File: src/rtl/extent_map_block_translator_assert.svh
// assertion macros used by the extent map translator controller
`ifndef EXTENT_MAP_BLOCK_TRANSLATOR_ASSERT_SVH
`define EXTENT_MAP_BLOCK_TRANSLATOR_ASSERT_SVH

// property that must hold at every clock edge outside reset
`define EMBT_ASSERT(name, prop, msg) \
  name: assert property (@(posedge clk) disable iff (rst) (prop)) else $error(msg);

// condition in one cycle implies a condition in the next cycle
`define EMBT_ASSERT_NEXT(name, pre, post, msg) \
  name: assert property (@(posedge clk) disable iff (rst) (pre) |=> (post)) else $error(msg);

`endif

File: src/rtl/embt_pkg.sv
// ----------------------------------------------------------------------------
// embt_pkg
// shared constants, codes and controller/datapath types of the extent map
// block translator
// ----------------------------------------------------------------------------
`default_nettype none

package embt_pkg;

  // map storage geometry
  localparam int MAP_WORDS = 256;
  localparam int ADDR_W    = $clog2(MAP_WORDS);
  // word position, wide enough for a pointer that starts on the last word
  localparam int POS_W     = $clog2(MAP_WORDS + 4);

  // item kinds
  localparam logic KIND_WRITE = 1'b0;
  localparam logic KIND_XLATE = 1'b1;

  // result codes
  typedef enum logic [1:0] {
    RESP_OK  = 2'd0,
    RESP_EOF = 2'd1,
    RESP_BAD = 2'd2,
    RESP_ACK = 2'd3
  } resp_code_t;

  // retrieval pointer types, bits 15:14 of the first word
  typedef enum logic [1:0] {
    PTR_NONE  = 2'd0,
    PTR_SHORT = 2'd1,
    PTR_MID   = 2'd2,
    PTR_LONG  = 2'd3
  } ptr_type_t;

  // controller states
  typedef enum logic [2:0] {
    ST_IDLE,
    ST_CHECK,
    ST_FETCH,
    ST_EVAL,
    ST_CMP,
    ST_LBN,
    ST_EMIT
  } state_t;

  // commands from controller to datapath
  typedef struct packed {
    logic wr;
    logic walk_init;
    logic rd_first;
    logic fetch;
    logic eval;
    logic advance;
    logic make_lbn;
    logic make_eof;
    logic make_ack;
    logic out_load;
  } cmd_t;

  // status from datapath to controller
  typedef struct packed {
    logic kind;
    logic more;
    logic fetch_last;
    logic hit;
    logic out_free;
  } stat_t;

endpackage

`default_nettype wire

File: src/rtl/embt_ctrl.sv
// ----------------------------------------------------------------------------
// embt_ctrl
// sequencer for map writes and the pointer-by-pointer translation walk
// ----------------------------------------------------------------------------
`default_nettype none

module embt_ctrl import embt_pkg::*; (
  input  logic  clk,
  input  logic  rst,
  input  logic  in_valid,
  output logic  in_ready,
  input  stat_t stat,
  output cmd_t  cmd
);

  `include "extent_map_block_translator_assert.svh"

  state_t state, state_next;
  logic   accept;

  assign in_ready = (state == ST_IDLE);
  assign accept   = in_valid && in_ready;

  // state register
  always_ff @(posedge clk) begin
    if (rst) begin
      state <= ST_IDLE;
    end else begin
      state <= state_next;
    end
  end

  // next state
  always_comb begin
    state_next = state;
    case (state)
      ST_IDLE: begin
        if (in_valid) begin
          state_next = (stat.kind == KIND_WRITE) ? ST_EMIT : ST_CHECK;
        end
      end
      ST_CHECK: begin
        state_next = stat.more ? ST_FETCH : ST_EMIT;
      end
      ST_FETCH: begin
        if (stat.fetch_last) begin
          state_next = ST_EVAL;
        end
      end
      ST_EVAL: begin
        state_next = ST_CMP;
      end
      ST_CMP: begin
        state_next = stat.hit ? ST_LBN : ST_CHECK;
      end
      ST_LBN: begin
        state_next = ST_EMIT;
      end
      ST_EMIT: begin
        if (stat.out_free) begin
          state_next = ST_IDLE;
        end
      end
      default: begin
        state_next = ST_IDLE;
      end
    endcase
  end

  // datapath commands
  always_comb begin
    cmd           = '0;
    cmd.wr        = accept && (stat.kind == KIND_WRITE);
    cmd.make_ack  = accept && (stat.kind == KIND_WRITE);
    cmd.walk_init = accept && (stat.kind == KIND_XLATE);
    case (state)
      ST_CHECK: begin
        cmd.rd_first = stat.more;
        cmd.make_eof = !stat.more;
      end
      ST_FETCH: begin
        cmd.fetch = 1'b1;
      end
      ST_EVAL: begin
        cmd.eval = 1'b1;
      end
      ST_CMP: begin
        cmd.advance = !stat.hit;
      end
      ST_LBN: begin
        cmd.make_lbn = 1'b1;
      end
      ST_EMIT: begin
        cmd.out_load = stat.out_free;
      end
      default: begin
      end
    endcase
  end

  // checks
  `EMBT_ASSERT(a_load_only_when_free, cmd.out_load |-> stat.out_free, "result loaded over a waiting beat")
  `EMBT_ASSERT_NEXT(a_walk_starts_check, cmd.walk_init, state == ST_CHECK, "walk did not start with a bound check")
  `EMBT_ASSERT(a_one_result_source, $onehot0({cmd.make_lbn, cmd.make_eof, cmd.make_ack}), "two result sources in one cycle")
  `EMBT_ASSERT_NEXT(a_write_then_emit, cmd.wr, state == ST_EMIT, "map write not acknowledged next")

endmodule

`default_nettype wire
File: config.mk
export PLATFORM = sky130hd
export DESIGN_NAME = embt_ctrl
export DESIGN_NICKNAME = d
export VERILOG_FILES = /design/src/rtl/embt_pkg.sv /design/src/rtl/embt_ctrl.sv
export VERILOG_INCLUDE_DIRS = /design/src /design/src/rtl
export SDC_FILE = /design/constraint.sdc
export NUM_CORES = 1
export LEC_CHECK = 0
export BUFFER_PORTS_ARGS = -buffer_cell sky130_fd_sc_hd__clkbuf_2
export CAP_MARGIN = 15
export CELL_PAD_IN_SITES_DETAIL_PLACEMENT = 1
export CELL_PAD_IN_SITES_GLOBAL_PLACEMENT = 1
export CORE_AREA = 2 2 39 41
export DETAILED_ROUTE_END_ITERATION = 12
export DIE_AREA = 0 0 41 43
export PLACE_DENSITY_LB_ADDON = 0.1
export SLEW_MARGIN = 5
export SYNTH_ARGS = -nofsm -noshare
export SYNTH_HDL_FRONTEND = slang
export SYNTH_SLANG_ARGS = --single-unit
File: constraint.sdc
create_clock -name clk -period 2.9 [get_ports clk]
set_input_delay 0 -clock clk [delete_from_list [all_inputs] [get_ports clk]]
set_output_delay 0 -clock clk [all_outputs]
set_load 0.03 [all_outputs]
==> flow_metrics.env <==
export IMPL_fin_util=0.277
export IMPL_wl_um=853
export IMPL_seqCellArea_um2=60.1
export IMPL_port_buffers=18
export IMPL_setup_viol=0
export IMPL_synth_seq_cells=3
export IMPL_cp_start_kind="flip-flop"
export IMPL_io_pins=19
export IMPL_clk_latency_ns=0.23
export IMPL_place_congestion=0.658
export IMPL_rr_worst_depth=3
export IMPL_layout_nets=64
export IMPL_p_leak_nw=0.198
export IMPL_tns_ns=0
export IMPL_hpwl_um=714
export IMPL_initial_utilization=0.201
export IMPL_hold_path_class="primary input to flip-flop"
export IMPL_post_cts_buffers=0
export IMPL_dieArea_um2=1760
export IMPL_cellPowerDensity_nw_per_um2=907
export IMPL_grt_pass1_vias=323
export IMPL_hold_violations=0
export IMPL_synth_area_leader_cell="dfxtp_1"
export IMPL_drtAntennaViolNets=0
export IMPL_slew_headroom=0.723
export IMPL_largest_reg_flops=3
export IMPL_core_area_um2=1380
export IMPL_worstPathCellList="nor3_1, nand2_1, nor2_1, clkbuf_2"
export IMPL_clock_sinks=3
export IMPL_slew_viol_final=0
export IMPL_seq_area_frac_synth=0.216
export IMPL_track_usage=0.117
export IMPL_grt_pass1_wl_mm=1.40
export IMPL_min_path_cells=2
export IMPL_ff2ff_setup_slack_ns=1.59
export IMPL_diodes=0
export IMPL_die_x_um=41
export IMPL_cts_buffer_depth=2
export IMPL_max_cap_viol_count=0
export IMPL_clk_pin_slew_ns=0.03
export IMPL_slowest_stage="dfxtp_1"
export IMPL_largestRegisters="state: 3 flops"
export IMPL_max_flop_register="state"
export IMPL_critPathRequiredTime_ns=2.90
export IMPL_die_y_um=43
export IMPL_n_fill_cell=178
export IMPL_clock_skew_final_ns=0.00135
export IMPL_synth_edf_count=0
export IMPL_critical_path_buf_inv_count=1
export IMPL_synth_cell_type_count=24
export IMPL_async_reset_ff_frac=0
export IMPL_clock_tree_root_cell="clkbuf_4"
export IMPL_max_stage_delay_ns=0.42
export IMPL_gr_total_overflow=0
export IMPL_vias=347
export IMPL_drive_above_1_share=0.473
export IMPL_drt_pass1_iter_count=2
export IMPL_cts_tree="yes"
export IMPL_yosysWarnings=0
export IMPL_worstPathMaxFanout=14
export IMPL_hp_start="rst"
export IMPL_worst_pin_slew_ns=0.415
export IMPL_critPathKind="flip-flop to output pin"
export IMPL_hold_end="state[2]"
export IMPL_drtIter0Drc=3
export IMPL_crit_family="simple AND/OR/NAND/NOR gates"
export IMPL_cts_inserted_buffers=3
export IMPL_grt_max_degree=15
export IMPL_max_vdd_ir_drop_mv=0.298
export IMPL_cts_hold_buf=0
export IMPL_drc=0
export IMPL_area_growth_pct=37.8
export IMPL_r2r_start="state[0]"
export IMPL_finalCriticalPeriod_ns=1.43
export IMPL_cts_htree_levels=1
export IMPL_synth_top_cells_by_area="dfxtp_1 (22%), a21oi_1 (7.2%), and3_1 (6.8%)"
export IMPL_end_kind="output pin"
export IMPL_fmax_mhz=700
export IMPL_synthDominantCellAreaShare=0.216
export IMPL_crit_arrival_ns=1.43
export IMPL_netlist_area_um2=278
export IMPL_antenna_found_initial=0
export IMPL_synth_area_per_cell_um2=7.51
export IMPL_synth_nets=45
export IMPL_fin_crit_sh=0.493
export IMPL_synth_ff_type="dfxtp_1"
export IMPL_outcome="complete, no violations"
export IMPL_num_rows=14
export IMPL_vias_per_cell=4.89
export IMPL_cts_resized=0
export IMPL_synthCells=37
export IMPL_timing_rr_end="state[2]"
export IMPL_routedWlPerCell_um=12.0
export IMPL_multi_input_area_um2=175
export IMPL_rsz0062_at_grt="false"
kinds of logic after synthesis:
logic type,after synthesis,synth area share
AND/OR/NAND/NOR,16,0.351
buffers and inverters,7,0.153
AO/OA/AOI/OAI,11,0.279
flip-flops,3,0.216
synthesized netlist by cell type, drive strengths merged (2+ instances only):
cell   instances
a21oi          4
and3           3
buf            4
nand2          2
inv            3
dfxtp          3
nor2           4
worst register-to-register path: stages, from the launching register on:
cell      delay (ns)
dfxtp_1         0.42
or4_4           0.58
o211ai_2        0.09
o32ai_1         0.10
final cells by class:
type / count / area share
sequential: 3 / 0.157
multi-input combinational: 27 / 0.458
tap: 16 / 0.0523
clock buffer: 4 / 0.0686
inverter: 3 / 0.0294
timing repair buffer: 18 / 0.235
report_power, final:
group	internal (W)	switching [W]
Sequential	0.0000543	0.0000390
Combinational	0.0000668	0.000118
Clock	0.0000513	0.0000183
Total	0.000172	0.000175
layout by cell type (no fill, tap or decap):
cell / instances
dfxtp_1: 3
and3_1: 3
o21a_1: 1
nor3_1: 1
o21ai_0: 1
or2b_1: 1
inv_2: 2
nor2_1: 4
a211o_1: 1
nand2_1: 2
nor4b_1: 1
clkbuf_4: 3
a311oi_1: 1
and4_4: 1
o32ai_1: 1
inv_1: 1
a21oi_1: 4
clkbuf_2: 18
o22ai_1: 1
or4_4: 1
nor4_1: 1
nand2b_1: 1
o211ai_2: 1
clkbuf_1: 1
through the flow:
| stage | total power, W | setup slack, ns | area (um^2) | instances | hold slack (ns) |
|---|---|---|---|---|---|
| floorplan | 0.000241 | 0.778 | 278 | 37 | 0.112 |
| global placement | 0.000271 | 1.63 | 357 | 67 | 0.243 |
| CTS | 0.000353 | 1.44 | 383 | 71 | 0.00271 |
| finish | 0.000347 | 1.47 | 383 | 71 | 0.00719 |
| detailed placement | 0.000281 | 1.59 | 357 | 67 | 0.241 |
| global route | 0.000379 | 1.34 | 383 | 71 | 0.00314 |
per-layer routing:
metal  track usage  wire length, um  up-vias
met5             0                0        -
met2         0.166              411       12
met4             0                0        0
li1              -                -      175
met3        0.0785               60        0
met1         0.157              381      160
how the worst max path moves through the flow:
stage                           to     start  cells after the start
after detailed placement  state[2]  state[0]                      3
after global placement    state[2]  state[0]                      3
after CTS                   cmd[9]  state[0]                      4
after global routing        cmd[4]  state[2]                      3
after floorplan             cmd[9]  state[0]                      5
final                       cmd[1]  state[0]                      4
Note: power is estimated with default switching activity, not from simulation.
